**src/rtl/blpt_pkg.sv**
```systemverilog
`timescale 1ns / 1ps
`default_nettype none

package blpt_pkg;

    // Configuration register indexes
    localparam logic [2:0] REG_PHASE_RATE   = 3'd0;
    localparam logic [2:0] REG_DECAY_RATE   = 3'd1;
    localparam logic [2:0] REG_CHARGE_GAIN  = 3'd2;
    localparam logic [2:0] REG_INITIAL_REAL = 3'd3;
    localparam logic [2:0] REG_INITIAL_IMAG = 3'd4;
    localparam logic [2:0] REG_INITIAL_TIME = 3'd5;

    localparam int EXP_N    = 45;
    localparam int ATAN_N   = 41;
    localparam int GUARD    = 13;
    localparam logic [63:0] CORDIC_K_Q31 = 64'd1304065748;
    localparam logic [63:0] ONE62 = 64'h4000_0000_0000_0000;

    // Error flag bits
    localparam int FLAG_BACK = 0;
    localparam int FLAG_SAT  = 1;

    // Queue entry passed from the front part to the back part
    typedef struct packed {
        logic        back;
        logic [31:0] ang;
        logic [44:0] x;
        logic        zero;
        logic [15:0] charge;
    } blpt_job_t;

    // Rounded Q2.62 product: (a*b + 2^61) >> 62
    function automatic logic [63:0] mul62(input logic [63:0] a, input logic [63:0] b);
        logic [127:0] p;
        p = a * b + (128'd1 << 61);
        return p[125:62];
    endfunction

    // exp(-2^(b-40)) in Q2.62, worked out at elaboration only
    function automatic logic [63:0] exp_entry(input int b);
        logic [63:0] y;
        logic [63:0] y2;
        logic [63:0] y3;
        logic [63:0] e;
        int          bb;
        bb = (b <= 24) ? b : 24;
        y  = 64'd1 << (bb + 22);
        y2 = mul62(y, y);
        y3 = mul62(y2, y);
        e  = ONE62 - y + (y2 >> 1) - (y3 / 64'd6);
        // Square upward for the coarse entries
        for (int k = 25; k <= b; k++) begin
            e = mul62(e, e);
        end
        return e;
    endfunction

    function automatic logic [31:0] atan_turn(input int i);
        logic [31:0] t [0:30];
        t = '{32'h20000000, 32'h12E4051E, 32'h09FB385B, 32'h051111D4, 32'h028B0D43,
              32'h0145D7E1, 32'h00A2F61E, 32'h00517C55, 32'h0028BE53, 32'h00145F2F,
              32'h000A2F98, 32'h000517CC, 32'h00028BE6, 32'h000145F3, 32'h0000A2FA,
              32'h0000517D, 32'h000028BE, 32'h0000145F, 32'h00000A30, 32'h00000518,
              32'h0000028C, 32'h00000146, 32'h000000A3, 32'h00000051, 32'h00000029,
              32'h00000014, 32'h0000000A, 32'h00000005, 32'h00000003, 32'h00000001,
              32'h00000001};
        if (i > 30) begin
            return 32'd0;
        end
        return t[i];
    endfunction

endpackage

`default_nettype wire

```
**src/rtl/blpt_queue.sv**
```systemverilog
`timescale 1ns / 1ps
`default_nettype none

// Two-entry queue between the front and back parts.
module blpt_queue (
    input  wire logic                clk,
    input  wire logic                rst_n,
    input  wire logic                wr_valid,
    output logic                     wr_ready,
    input  wire blpt_pkg::blpt_job_t wr_data,
    output logic                     rd_valid,
    input  wire logic                rd_ready,
    output blpt_pkg::blpt_job_t      rd_data
);
    import blpt_pkg::*;

    blpt_job_t   mem_reg [0:1];
    logic        wp_reg;
    logic        rp_reg;
    logic [1:0]  cnt_reg;

    logic do_wr;
    logic do_rd;

    assign wr_ready = (cnt_reg != 2'd2);
    assign rd_valid = (cnt_reg != 2'd0);
    assign rd_data  = mem_reg[rp_reg];
    assign do_wr = wr_valid && wr_ready;
    assign do_rd = rd_valid && rd_ready;

    // Store entries
    always_ff @(posedge clk)
    begin
        if (do_wr)
        begin
            mem_reg[wp_reg] <= wr_data;
        end
    end

    // Advance pointers and count
    always_ff @(posedge clk or negedge rst_n)
    begin
        if (!rst_n)
        begin
            wp_reg  <= 1'b0;
            rp_reg  <= 1'b0;
            cnt_reg <= 2'd0;
        end
        else
        begin
            if (do_wr)
            begin
                wp_reg <= ~wp_reg;
            end
            if (do_rd)
            begin
                rp_reg <= ~rp_reg;
            end
            cnt_reg <= cnt_reg + 2'(do_wr) - 2'(do_rd);
        end
    end

    assert property (@(posedge clk) disable iff (!rst_n)
        cnt_reg != 2'd3)
        else $error("queue count out of range");
    assert property (@(posedge clk) disable iff (!rst_n)
        (cnt_reg == 2'd0) |-> (wp_reg == rp_reg))
        else $error("empty queue with split pointers");
    assert property (@(posedge clk) disable iff (!rst_n)
        (cnt_reg == 2'd2) |-> (wp_reg == rp_reg))
        else $error("full queue with split pointers");

endmodule

`default_nettype wire

```
**config.mk**
```make
export PLATFORM = sky130hd
export DESIGN_NAME = blpt_queue
export DESIGN_NICKNAME = d
export VERILOG_FILES = /design/src/rtl/blpt_pkg.sv /design/src/rtl/blpt_queue.sv
export SDC_FILE = /design/constraint.sdc
export NUM_CORES = 1
export LEC_CHECK = 0
export ABC_AREA = 0
export BUFFER_PORTS_ARGS = -buffer_cell sky130_fd_sc_hd__buf_4
export CORE_ASPECT_RATIO = 1.25
export CORE_MARGIN = 2
export CORE_UTILIZATION = 52
export DETAILED_ROUTE_END_ITERATION = 8
export GPL_TIMING_DRIVEN = 1
export PLACE_DENSITY_LB_ADDON = 0.15
export SYNTH_ARGS = -nofsm -noshare
export SYNTH_HDL_FRONTEND = slang
export SYNTH_SLANG_ARGS = --single-unit
```
**constraint.sdc**
```tcl
create_clock -name clk -period 5.6 [get_ports clk]
set_input_delay 0.84 -clock clk [delete_from_list [all_inputs] [get_ports clk]]
set_output_delay 0.84 -clock clk [all_outputs]
set_load 0.005 [all_outputs]
```
Yosys cells after proc, flatten, opt, wreduce, memory -nomap -nowiden
Memory sizes are Yosys's and may differ from the RTL's.
Cells that the tools add are included.

operators by class
  eq/ne operators = 1
  bitwise operators = 2
  $mul = 0
  reductions and logical operators = 3
  add/subtract/negate cells = 2
  shifts and indexed selects = 0
  mux-type cells = 2
  divide/modulo/power cells = 0
  magnitude comparators = 0

operators with widths
  cell                number
  $add 2x1->2         1
  $logic_and 1x1->1   2
  $mux 1              2
  $ne 2x2->1 const B  1
  $not 1->1           2
  $reduce_bool 2->1   1
  $sub 2x1->2         1

word-level totals
  bits of input ports = 99
  ROM bits = 0
  bits in registers = 4
  memories = 1
  memory bits (writable) = 190
  output and inout port bits = 97
  latch bits = 0
  logic and storage cells = 14

memory list
  memory   depth  width  read ports  clocked after memory_dff  wr ports  line              text
  mem_reg  2      95     1           0                         1         blpt_queue.sv:17  blpt_job_t mem_reg [0:1];

Depth between registers and ports, before layout
  depth in word-level cells = 4
  gate-level depth with buffers = 7
  mapped depth without buffers = 7

Worst setup path before layout
Ideal clock, no wire load.

  path type = in2reg
  from = input port wr_valid
  to = memory mem_reg[0][0] (netlist name) (enable)
  library setup time = 0.549 ns
  slack = 0.161 ns
  cell stages on the path = 2
  required time = 5.051 ns
  buffers on the path = 0
  data arrival time = 4.890 ns
  cells stage by stage = nand2_1 -> nor2_1

on the way
  word-level cells in the longest chain between the ends = 3

ends and longest elaborated chain
  what                          line              text
  from (decl)                   blpt_queue.sv:8   input wire logic wr_valid,
  $logic_and 1x1->1             blpt_queue.sv:28  assign do_wr = wr_valid && wr_ready;
  $mux 1                        blpt_queue.sv:34  if (do_wr)
  $mux 1 (implied by the code)  blpt_queue.sv:36  mem_reg[wp_reg] <= wr_data;
  to (decl)                     blpt_queue.sv:17

Every way passes these cells.

==> results_dict.tcl <==
set metrics [dict create \
    status "finished clean" \
    cts_setup_buffers 0 \
    portBuffers 195 \
    syn_to_final_growth_pct 30.6 \
    gr-total-overflow 0 \
    r2r_cells 3 \
    switchingPower_mw 1.21 \
    syn-cell-area_sq_mm 0.00725 \
    endpoint_kind "output pin" \
    setup_viol 0 \
    ioPinCount 196 \
    drtIter0Drc 181 \
    post-route-period-util_pct 62.6 \
    fill_cells 920 \
    crit_fanout 71 \
    synthSimpleGateAreaFrac_pct 0.449 \
    grt_max_degree 72 \
    synth_top_family_by_area "multiplexers" \
    switching_share_pct 25.3 \
    design_area_sq_mm 0.00947 \
    drc 0 \
    multi_input_area_sq_mm 0.00133 \
    async_reset_ff_share_pct 2.06 \
    power_density_mw_per_mm2 507 \
    syn-num-nets 414 \
    power_frac_comb_pct 28.8 \
    clock_latency_ps 420 \
    crit_required_ps 4760 \
    vias 3527 \
    yosysSeqAreaShare_pct 80.0 \
    coreArea_sq_mm 0.0137 \
    grt_pass1_vias 3606 \
    seqCellArea_sq_mm 0.00581 \
    avgSynthCellArea_sq_um 23.2 \
    irDropWorstVdd_v 0.000368 \
    dp_hpwl_mm 8.34 \
    n_antenna_cell 0 \
    clock_path_buffers 2 \
    finalWirelength_mm 12.8 \
    synth_cells 313 \
    cts_root_buffer "clkbuf_16" \
    timing.hold.worst.class "primary input to async pin" \
    grt_pass1_wl_mm 18.0 \
    rows 48 \
    setup_tns_ps 0 \
    p_leak_nw 3.64 \
    timing.rr.end "mem_reg[1][33]" \
    dp_slack_ps 2510 \
    clkTransAtPathRegs_ps 60 \
    startpoint_type "flip-flop" \
    clock_sinks 194 \
    r2r_start "cnt_reg[1]" \
    drt_first_pass_iters 4 \
    cts_tree "done" \
    synth_ff_type "edfxtp_1" \
    synthMuxAreaShare_pct 16.8 \
    max_freq_mhz 285 \
    drtAntennaViolNets 0 \
    dieWidth_um 110 \
    setup_ws_ps 2100 \
    fin_worst_skew_ps 6.97 \
    routabilityCongestion 0.779 \
    cts_buffers 17 \
    vias_per_cell 4.99 \
    worst_pin_slew_ps 1130 \
    synth_xor_area_share_pct 0.483 \
    synth_warnings 0 \
    synth_cell_type_count 18 \
    cts-resized-gates 0 \
    critical_path_arrival_ps 2660 \
    grtUsageTotal_pct 17.1 \
    p_int_mw 3.59 \
    cts_hold_buf 0 \
    worstSetupPathType "flip-flop to output pin" \
    holdWs_ps 200 \
    initial_core_util_pct 53.0 \
    slew_violations 0 \
    maxCapViolCount 0 \
    die_area_sq_mm 0.0149 \
    antenna_found_initial 0 \
    utilization_pct 69.2 \
    relSlewSlack_pct 24.9 \
    hold_viol_final 0 \
    synth_compound_area_share_pct 0 \
    largest_reg_flops 190 \
    drive_gt1_share_pct 61.5 \
    place_area_sq_mm 0.00886 \
    htreeDepth 4 \
    synth_seq_cells 194 \
    die_y_um 136 \
    synth_edf_count 190 \
    r2r_slack_ps 3330 \
    min_period_ps 3500 \
    clkPwrFrac_pct 25.6 \
    rsz0062_at_grt "no" \
    wl_per_cell_um 18.1 \
    power_frac_seq_pct 45.6 \
    final_net_count 620 \
    synth_adder_area_share_pct 0.345 \
]
## worst max-delay path by stage
stage	startpoint	endpoint	slack (ps)	cells after the start
final	rp_reg	rd_data[5]	2100	3
after global routing	rp_reg	rd_data[8]	1950	3
after CTS	rp_reg	rd_data[15]	2040	3
after detailed placement	rp_reg	rd_data[15]	2510	3
after global placement	rp_reg	rd_data[2]	2550	3
after floorplan	wr_valid	mem_reg[0][0]	160	2
## critical path, stage by stage, from the launching register on
cell	delay (ps)
dfrtp_4	1190
buf_4	510
mux2_2	390
buf_4	140
## kinds of logic (layout without fill, tap and decap cells)
kind of cell / after synthesis / in the layout
DFF: 194 / 194
muxes: 95 / 95
buffers and inverters: 12 / 231
and+or+nand+nor: 6 / 6
xor gates and xnor gates: 4 / 4
adders and majority gates: 2 / 2
## power groups by stage
stage | Sequential, mW | Combinational (mW) | Clock, mW
floorplan | 2.11 | 0.904 | 0
global placement | 2.21 | 1.38 | 0
detailed placement | 2.22 | 1.40 | 0
CTS | 2.20 | 1.41 | 1.26
global route | 2.22 | 1.49 | 1.32
finish | 2.19 | 1.38 | 1.23
## per-layer routing
layer,share of wire (%),track usage [%]
met1,36,19.0
met2,52,27.8
met3,8.2,6.52
met4,3.4,9.77
met5,0,0
## cell usage after synthesis (2+ instances only)
cell type    n  area share (%)
mux2_2      55             8.5
dfrtp_1      4             1.4
buf_2        5            0.34
edfxtp_1   190              79
xnor2_1      3            0.36
buf_12       4             1.1
mux2_4      40             8.3
ha_1         2            0.34
## cell type report
class                      count  area share, %
sequential                   194           61.3
clock buffer                  17           4.49
inverter                       1         0.0396
multi-input combinational    107           14.0
timing repair buffer         198           15.8
tap                          175           2.31
clock inverter                15           1.99
## placed cells by master, fill, tap and decap left out
cell and count:
buf_4 197, edfxtp_1 190, mux2_2 55, mux2_4 40, clkbuf_16 17, clkinvlp_4 5, bufinv_16 4, xnor2_1 3
clkinv_2 3, dfrtp_1 3, ha_1 2, clkinv_1 2, or2_2 1, and2_1 1, nand2b_1 1, nand2_1 1
inv_1 1, and3_4 1, nor2_4 1, xor2_1 1, inv_6 1, buf_12 1, dfrtp_4 1
## through the flow
step	total power, mW	std cells
global placement	3.59	675
global route	5.03	707
floorplan	3.01	313
detailed placement	3.63	675
finish	4.80	707
CTS	4.86	707
(Power assumes the default switching activity.)
