`src/rtl/blpt_pkg.sv`:
```
`timescale 1ns / 1ps
`default_nettype none

package blpt_pkg;

    // Configuration register indexes
    localparam logic [2:0] REG_PHASE_RATE   = 3'd0;
    localparam logic [2:0] REG_DECAY_RATE   = 3'd1;
    localparam logic [2:0] REG_CHARGE_GAIN  = 3'd2;
    localparam logic [2:0] REG_INITIAL_REAL = 3'd3;
    localparam logic [2:0] REG_INITIAL_IMAG = 3'd4;
    localparam logic [2:0] REG_INITIAL_TIME = 3'd5;

    localparam int EXP_N    = 45;
    localparam int ATAN_N   = 41;
    localparam int GUARD    = 13;
    localparam logic [63:0] CORDIC_K_Q31 = 64'd1304065748;
    localparam logic [63:0] ONE62 = 64'h4000_0000_0000_0000;

    // Error flag bits
    localparam int FLAG_BACK = 0;
    localparam int FLAG_SAT  = 1;

    // Queue entry passed from the front part to the back part
    typedef struct packed {
        logic        back;
        logic [31:0] ang;
        logic [44:0] x;
        logic        zero;
        logic [15:0] charge;
    } blpt_job_t;

    // Rounded Q2.62 product: (a*b + 2^61) >> 62
    function automatic logic [63:0] mul62(input logic [63:0] a, input logic [63:0] b);
        logic [127:0] p;
        p = a * b + (128'd1 << 61);
        return p[125:62];
    endfunction

    // exp(-2^(b-40)) in Q2.62, worked out at elaboration only
    function automatic logic [63:0] exp_entry(input int b);
        logic [63:0] y;
        logic [63:0] y2;
        logic [63:0] y3;
        logic [63:0] e;
        int          bb;
        bb = (b <= 24) ? b : 24;
        y  = 64'd1 << (bb + 22);
        y2 = mul62(y, y);
        y3 = mul62(y2, y);
        e  = ONE62 - y + (y2 >> 1) - (y3 / 64'd6);
        // Square upward for the coarse entries
        for (int k = 25; k <= b; k++) begin
            e = mul62(e, e);
        end
        return e;
    endfunction

    function automatic logic [31:0] atan_turn(input int i);
        logic [31:0] t [0:30];
        t = '{32'h20000000, 32'h12E4051E, 32'h09FB385B, 32'h051111D4, 32'h028B0D43,
              32'h0145D7E1, 32'h00A2F61E, 32'h00517C55, 32'h0028BE53, 32'h00145F2F,
              32'h000A2F98, 32'h000517CC, 32'h00028BE6, 32'h000145F3, 32'h0000A2FA,
              32'h0000517D, 32'h000028BE, 32'h0000145F, 32'h00000A30, 32'h00000518,
              32'h0000028C, 32'h00000146, 32'h000000A3, 32'h00000051, 32'h00000029,
              32'h00000014, 32'h0000000A, 32'h00000005, 32'h00000003, 32'h00000001,
              32'h00000001};
        if (i > 30) begin
            return 32'd0;
        end
        return t[i];
    endfunction

endpackage

`default_nettype wire

```
`src/rtl/blpt_front.sv`:
```
`timescale 1ns / 1ps
`default_nettype none

// Front part: forms dt, the turn angle and the decay exponent for one event.
module blpt_front #(
    parameter int TIME_BITS = 48
) (
    input  wire logic                 clk,
    input  wire logic                 rst_n,
    input  wire logic                 in_valid,
    output logic                      in_stall,
    input  wire logic [TIME_BITS-1:0] arrival_time,
    input  wire logic signed [15:0]   charge,
    input  wire logic [31:0]          phase_rate,
    input  wire logic [31:0]          decay_rate,
    input  wire logic                 time_load,
    input  wire logic [TIME_BITS-1:0] time_value,
    output logic                      job_valid,
    input  wire logic                 job_ready,
    output blpt_pkg::blpt_job_t       job
);
    import blpt_pkg::*;

    localparam int DW = (TIME_BITS > 64) ? 64 : TIME_BITS;

    typedef enum logic [1:0] {S_IDLE, S_MUL, S_MHI, S_OUT} state_t;

    state_t               state_reg;
    logic [TIME_BITS-1:0] last_reg;
    logic [DW-1:0]        dt_reg;
    logic                 back_reg;
    logic [15:0]          charge_reg;
    logic [31:0]          ang_reg;
    logic [44:0]          x_reg;
    logic                 zero_reg;
    logic [39:0]          ph_lo_reg;
    logic [63:0]          dc_lo_reg;

    logic [63:0] dt64;
    logic [31:0] mul_a;
    logic [63:0] ph_part;
    logic [63:0] dc_part;
    logic [31:0] ang_full;
    logic [95:0] dc_full;
    logic        dc_big;

    assign in_stall = (state_reg != S_IDLE) || time_load;
    assign job_valid = (state_reg == S_OUT);
    assign job = '{back: back_reg, ang: ang_reg, x: x_reg, zero: zero_reg,
                   charge: charge_reg};

    // Form the phase and decay products of dt, low half then high half
    always_comb
    begin
        dt64     = 64'(dt_reg);
        mul_a    = (state_reg == S_MUL) ? dt64[31:0] : dt64[63:32];
        ph_part  = {32'd0, mul_a} * {32'd0, phase_rate};
        dc_part  = {32'd0, mul_a} * {32'd0, decay_rate};
        ang_full = ph_lo_reg[39:8] + {ph_part[7:0], 24'd0};
        dc_full  = {32'd0, dc_lo_reg} + {dc_part, 32'd0};
        dc_big   = |dc_full[95:EXP_N];
    end

    always_ff @(posedge clk or negedge rst_n)
    begin
        if (!rst_n)
        begin
            state_reg <= S_IDLE;
            last_reg  <= '0;
        end
        else
        begin
            unique case (state_reg)
                S_IDLE:
                begin
                    if (time_load)
                    begin
                        last_reg <= time_value;
                    end
                    else if (in_valid)
                    begin
                        // Clamp a backward step to zero
                        back_reg   <= (arrival_time < last_reg);
                        dt_reg     <= (arrival_time < last_reg) ? '0 :
                                      DW'(arrival_time - last_reg);
                        charge_reg <= charge;
                        last_reg   <= arrival_time;
                        state_reg  <= S_MUL;
                    end
                end
                S_MUL:
                begin
                    ph_lo_reg <= ph_part[39:0];
                    dc_lo_reg <= dc_part;
                    state_reg <= S_MHI;
                end
                S_MHI:
                begin
                    ang_reg   <= ang_full;
                    x_reg     <= dc_full[44:0];
                    zero_reg  <= dc_big;
                    state_reg <= S_OUT;
                end
                S_OUT:
                begin
                    if (job_ready)
                    begin
                        state_reg <= S_IDLE;
                    end
                end
                default: state_reg <= S_IDLE;
            endcase
        end
    end

    assert property (@(posedge clk) disable iff (!rst_n)
        job_valid |-> in_stall)
        else $error("job offered while front accepts");
    assert property (@(posedge clk) disable iff (!rst_n)
        (state_reg == S_MUL) |=> (state_reg == S_MHI))
        else $error("multiply step skipped");
    assert property (@(posedge clk) disable iff (!rst_n)
        (in_valid && !in_stall && !time_load) |=> (state_reg == S_MUL))
        else $error("accepted beat lost");

endmodule

`default_nettype wire

```
`config.mk`:
```
export PLATFORM = sky130hd
export DESIGN_NAME = blpt_front
export DESIGN_NICKNAME = d
export VERILOG_FILES = /design/src/rtl/blpt_pkg.sv /design/src/rtl/blpt_front.sv
export SDC_FILE = /design/constraint.sdc
export NUM_CORES = 2
export LEC_CHECK = 0
export BUFFER_PORTS_ARGS = -buffer_cell sky130_fd_sc_hd__buf_2
export CAP_MARGIN = 20
export CELL_PAD_IN_SITES_DETAIL_PLACEMENT = 1
export CELL_PAD_IN_SITES_GLOBAL_PLACEMENT = 1
export CORE_MARGIN = 3
export CORE_UTILIZATION = 50
export CTS_CLUSTER_DIAMETER = 50
export DETAILED_ROUTE_END_ITERATION = 8
export PLACE_DENSITY = 0.92
export SETUP_SLACK_MARGIN = 0.5
export SLEW_MARGIN = 5
export SYNTH_ARGS = -nofsm -noshare
export SYNTH_HDL_FRONTEND = slang
export SYNTH_SLANG_ARGS = --single-unit
```
`constraint.sdc`:
```
create_clock -name clk -period 17.9 [get_ports clk]
set_input_delay 1.79 -clock clk [delete_from_list [all_inputs] [get_ports clk]]
set_output_delay 1.79 -clock clk [all_outputs]
set_load 0.02 [all_outputs]
```
After elaboration in Yosys (flattened, before gate mapping). Index checks and enable logic that the tools add are counted.

Register bits: 297. Input bits: 181. Output and inout bits: 97. Logic and storage cells: 40.

Add/subtract/negate cells: 3. Multiply operators: 2. Magnitude comparators: 1. Equal/unequal tests: 6. Mux-type cells: 7. Bitwise logic cells: 1. Reductions and logical operators: 10.

Operators with widths (number): $add A64 B96 Y96 (1); $mux W48 (2); $mul A32 B32 Y64 (1); $reduce_or A51 Y1 (1); $lt A48 B48 Y1 (1); $sub A48 B48 Y48 (1); $mul A32 B32 Y40 (1); $add A32 B32 Y32 (1); $mux W32 (1); $pmux W2 S4 (1); $mux W2 (3); $reduce_and A2 Y1 (3); $eq A2 B2 Y1 const B (2); $ne A2 B2 Y1 const B (2); $reduce_and A4 Y1 (1); $reduce_bool A2 Y1 (2); $reduce_and A3 Y1 (1); $eq A2 B1 Y1 const B (1); $logic_not A2 Y1 (1); $ne A2 B1 Y1 const B (1); $logic_or A1 B1 Y1 (1); $not A1 Y1 (1).

Logic depth before layout (Yosys ltp).
Depth in word-level cells: 5. Gate-level depth with buffers: 47. Mapped depth without buffers: 43.

Worst setup path before layout. Ideal clock, no wire load.

Path kind: register to register. From: reg state_reg[1]. To: reg zero_reg, data pin. Library setup time: 0.273 ns. Arrival: 10.847 ns. Data required time: 17.627 ns. Setup slack: 6.781 ns. Stages on the path, launching flop included: 43. Path buffers: 6. Period minus slack after synthesis: 11.119 ns. Cells stage by stage: dfrtp_1 > inv_1 > ha_1 > clkbuf_1 > buf_1 > clkbuf_1 > clkbuf_1 > clkbuf_1 > and3_1 > fa_1 > inv_1 > fa_1 > fa_1 > fa_1 > inv_1 > fa_1 > inv_1 > fa_1 > [... 7 more ...] > o22ai_1 > xnor2_1 > ha_1 > clkbuf_1 > nand2_1 > o21ai_1 > a211oi_1 > o21ai_1 > a41oi_2 > a211o_1 > a21oi_1 > nand4_2 > or2_1 > or3_4 > or3_1 > mux2_2 > mux2i_1 > nand4_1.

Cells in the longest elaborated chain, start to end: 5.

RTL lines: start, declared (line blpt_front.sv:28) `state_t state_reg;`; start signal, assigned (line blpt_front.sv:68) `state_reg <= S_IDLE;`; start signal, assigned (line blpt_front.sv:88) `state_reg <= S_MUL;`; start signal, assigned (line blpt_front.sv:95) `state_reg <= S_MHI;`; $eq A2 B1 Y1 (line blpt_front.sv:56) `mul_a = (state_reg == S_MUL) ? dt64[31:0] : dt64[63:32];`; $mux W32 (line blpt_front.sv:56); $mul A32 B32 Y64 (line blpt_front.sv:58) `dc_part = {32'd0, mul_a} * {32'd0, decay_rate};`; net dc_part[21] (line blpt_front.sv:42) `logic [63:0] dc_part;`; $add A64 B96 Y96 (line blpt_front.sv:60) `dc_full = {32'd0, dc_lo_reg} + {dc_part, 32'd0};`; $reduce_or A51 Y1 (line blpt_front.sv:61) `dc_big = |dc_full[95:EXP_N];`; net dc_big (line blpt_front.sv:45) `logic dc_big;`; end signal, assigned (line blpt_front.sv:101) `zero_reg <= dc_big;`; end, declared (line blpt_front.sv:35) `logic zero_reg;`.

The timed path passes the listed nets, and every way through them passes these cells. A chain may end at the register's enable or synchronous reset.

Worst setup path after layout. Ends and elaborated chain as after synthesis.

==> impl_metrics.csv <==
group,metric,value,unit
floorplan,initial_utilization,50.7,%
timing,post-route-min-period,12940,ps
floorplan,die_y,383,um
global_routing,use_met3,9.21,%
timing,skew,54.8,ps
routing,initialDrtViolationCount,5351,
critical_path,r2r_cells,35,
critical_path,slowest_delay,950,ps
critical_path,crit_buf_inv,9,
floorplan,io_pins,278,
cts,insertion_delay,670,ps
timing,rsz0062_at_grt,"no",
routing,viasPerCell,6.07,
synth,yosys_register_bits,289,
global_routing,grtUsageMet2,59.9,%
routing,drcViolationCount,0,
cts,clockRootBuffer,"clkbuf_16",
synth,synth_nets,9900,
critical_path,cp.arrival,13330,ps
global_routing,grt_antenna_before_repair,31,
job,cap_violations,0,
layout,nNetsFinal,9877,
synth,syn_avg_cell_area,9.25,um^2
floorplan,num_rows,137,
layout,drive_gt1_share,6.60,%
synth,synth_edf_count,239,
cts,path_clk_slew,60,ps
synth,yosysWarnings,0,
layout,syn2layout_area_growth,6.08,%
global_routing,overflow,0,
critical_path,cp.required,18290,ps
timing,finalSetupTns,0,ps
hold_path,whs_path_depth,0,
critical_path,crit_family,"adder cells",
placement,place.gp.congestion,0.915,
global_routing,grt_max_degree,117,
critical_path,start_kind,"register",
hold_path,hold_path_class,"reg -> reg",
timing,relSlewSlack,28.2,%
synth,async_flop_share,17.3,%
critical_path,crit_type,"reg -> reg",
cts,cts_resized,0,
cts,ctsHoldBuffers,0,
global_routing,grt_pass1_wl,402,mm
global_routing,grt-busiest-layer,"met2",
routing,via_count,58400,
cts,cts.sinks,289,
timing,max_freq,77.3,MHz
global_routing,grt.total_usage,36.1,%
synth,synthCells,7698,
cts,cts_tree,"yes",
cts,h-tree-depth,2,
synth,synth_top_area_share,42.8,%
synth,synth-seq-area-share,11.8,%
layout,largest_reg_flops,64,
run_status,status,"completed",
placement,dp.final_hpwl,199,mm
global_routing,grtUsageMet1,39.9,%
timing,period_share,72.3,%
cts,clk_path_buf_depth,3,
global_routing,grt_pass1_vias,69200,
routing,wl,262,mm
floorplan,core,141000,um^2
synth,synth_flop_cell,"edfxtp_1",
timing,worst_pin_slew,1070,ps
critical_path,path_common_cell,"fa_1",
critical_path,critical-path-slowest-cell,"buf_4",
floorplan,die_w,383,um
placement,port_buffers,277,
routing,wl_per_cell,27.3,um
synth,synth_top_area_cell,"fa_1",
cts,cts-buffers-inserted,45,
synth,synthTopCellsByArea,"fa_1, edfxtp_1, inv_1, ha_1, nand2_1",
floorplan,design.die.area,147000,um^2
synth,syn_area,71200,um^2
cts,cts_setup_buffers,0,
layout,nFillCells,16000,
timing,slew_viol_final,0,
critical_path,path_depth,35,
synth,yosys.cell_types.count,104,
routing,ant_nets,0,
timing,finalSetupViolCount,0,
routing,firstDrtPassIters,8,
critical_path,worstPathMaxFanout,115,
timing,hold_viol_final,0,
critical_path,cp-end-kind,"register",
## layer usage
metal | routed length, um | part of all wire (%) | vias to the layer above
met5 | 35 | 0.013 | -
met2 | 127000 | 48 | 3819
li1 | - | - | 23300
met4 | 23900 | 9.1 | 4
met1 | 86000 | 33 | 29600
met3 | 25700 | 9.8 | 1672
## cells in the final DEF (no fill, tap or decap), types with 19 or more instances in the layout
| master | Yosys | layout |
|---|---|---|
| and2_1 | 493 | 491 |
| o21a_1 | 19 | 19 |
| nand2b_1 | 28 | 28 |
| o21bai_1 | 24 | 24 |
| nand4_1 | 37 | 37 |
| nor2_1 | 137 | 136 |
| edfxtp_1 | 239 | 239 |
| a21o_1 | 80 | 80 |
| ha_1 | 498 | 497 |
| nor3_1 | 48 | 48 |
| fa_1 | 1523 | 1523 |
| a21oi_1 | 182 | 181 |
| dfrtp_1 | 50 | 50 |
| and3_1 | 303 | 303 |
| mux2i_1 | 53 | 53 |
| inv_1 | 1695 | 1695 |
| xor2_1 | 62 | 62 |
| xnor2_1 | 132 | 132 |
| buf_2 | 11 | 277 |
| clkbuf_16 | 0 | 46 |
| nand3_1 | 40 | 40 |
| diode_2 | 0 | 29 |
| o21ai_0 | 127 | 127 |
| nand2_1 | 1197 | 1197 |
| buf_4 | 6 | 86 |
| mux2_2 | 19 | 19 |
| a211oi_1 | 23 | 23 |
## worst reg2reg max path: cells and delay by family (launching register included)
| family | cells | cell delay (ps) |
|---|---|---|
| AND/OR/NAND/NOR | 11 | 2980 |
| adder cells (fa/ha/maj) | 10 | 4740 |
| flip-flops | 1 | 410 |
| multiplexers | 2 | 430 |
| AO/OA/AOI/OAI | 2 | 920 |
| XOR/XNOR | 1 | 440 |
| buffers and inverters | 9 | 2800 |
## cell usage after synthesis (50+ instances only)
cell type	count
inv_1	1695
fa_1	1523
nand2_1	1197
ha_1	498
and2_1	493
clkbuf_1	384
and3_1	303
edfxtp_1	239
a21oi_1	182
nor2_1	137
xnor2_1	132
o21ai_0	127
a21o_1	80
xor2_1	62
mux2i_1	53
dfrtp_1	50
## stage by stage
step	hold WS [ps]	setup slack (ps)	instances	cell area, um^2	util, %
after floorplan	400	6780	7698	71200	-
after global placement	401	5710	9504	74000	52.6
after detailed placement	406	5230	9504	74000	52.6
after CTS	415	5190	9584	75500	53.7
after global routing	414	4400	9598	75500	53.7
final	413	4960	9613	75600	53.8
## kinds of logic (layout without fill, tap and decap cells)
family	Yosys count	after routing	share of synthesized area, %
other cells	0	29	0
buf+inv	2128	2138	11.3
flops	289	289	11.8
simple gates	2379	2379	16.2
xor+xnor	199	199	2.53
fa+ha+maj	2021	2021	51.5
mux	72	72	1.04
compound gates	610	610	5.53
## area by class of cell
cell class / count / area (um^2) / area share, %
well taps: 1876 / 2350 / 3.11
inverters: 1695 / 6360 / 8.42
repair buffers: 363 / 2030 / 2.69
clock buffers: 51 / 1180 / 1.56
flip-flops and latches: 289 / 8430 / 11.2
diodes: 29 / 72.6 / 0.0960
clock inverters: 29 / 330 / 0.437
multi-input cells: 5281 / 54800 / 72.5
## final timing paths
kind	slack, ps	startpoint	to
worst max-delay path	4960	state_reg[1]	zero_reg
worst min-delay path	410	ph_lo_reg[12]	ang_reg[4]
worst max register to register	4960	state_reg[1]	zero_reg
max in group asynchronous	16090	rst_n	last_reg[23]
worst min register to register	410	ph_lo_reg[12]	ang_reg[4]
min in group asynchronous	1290	rst_n	last_reg[44]
Power is not shown: default switching activity piles up to over one toggle a cycle in this logic, so the estimate is an artifact.
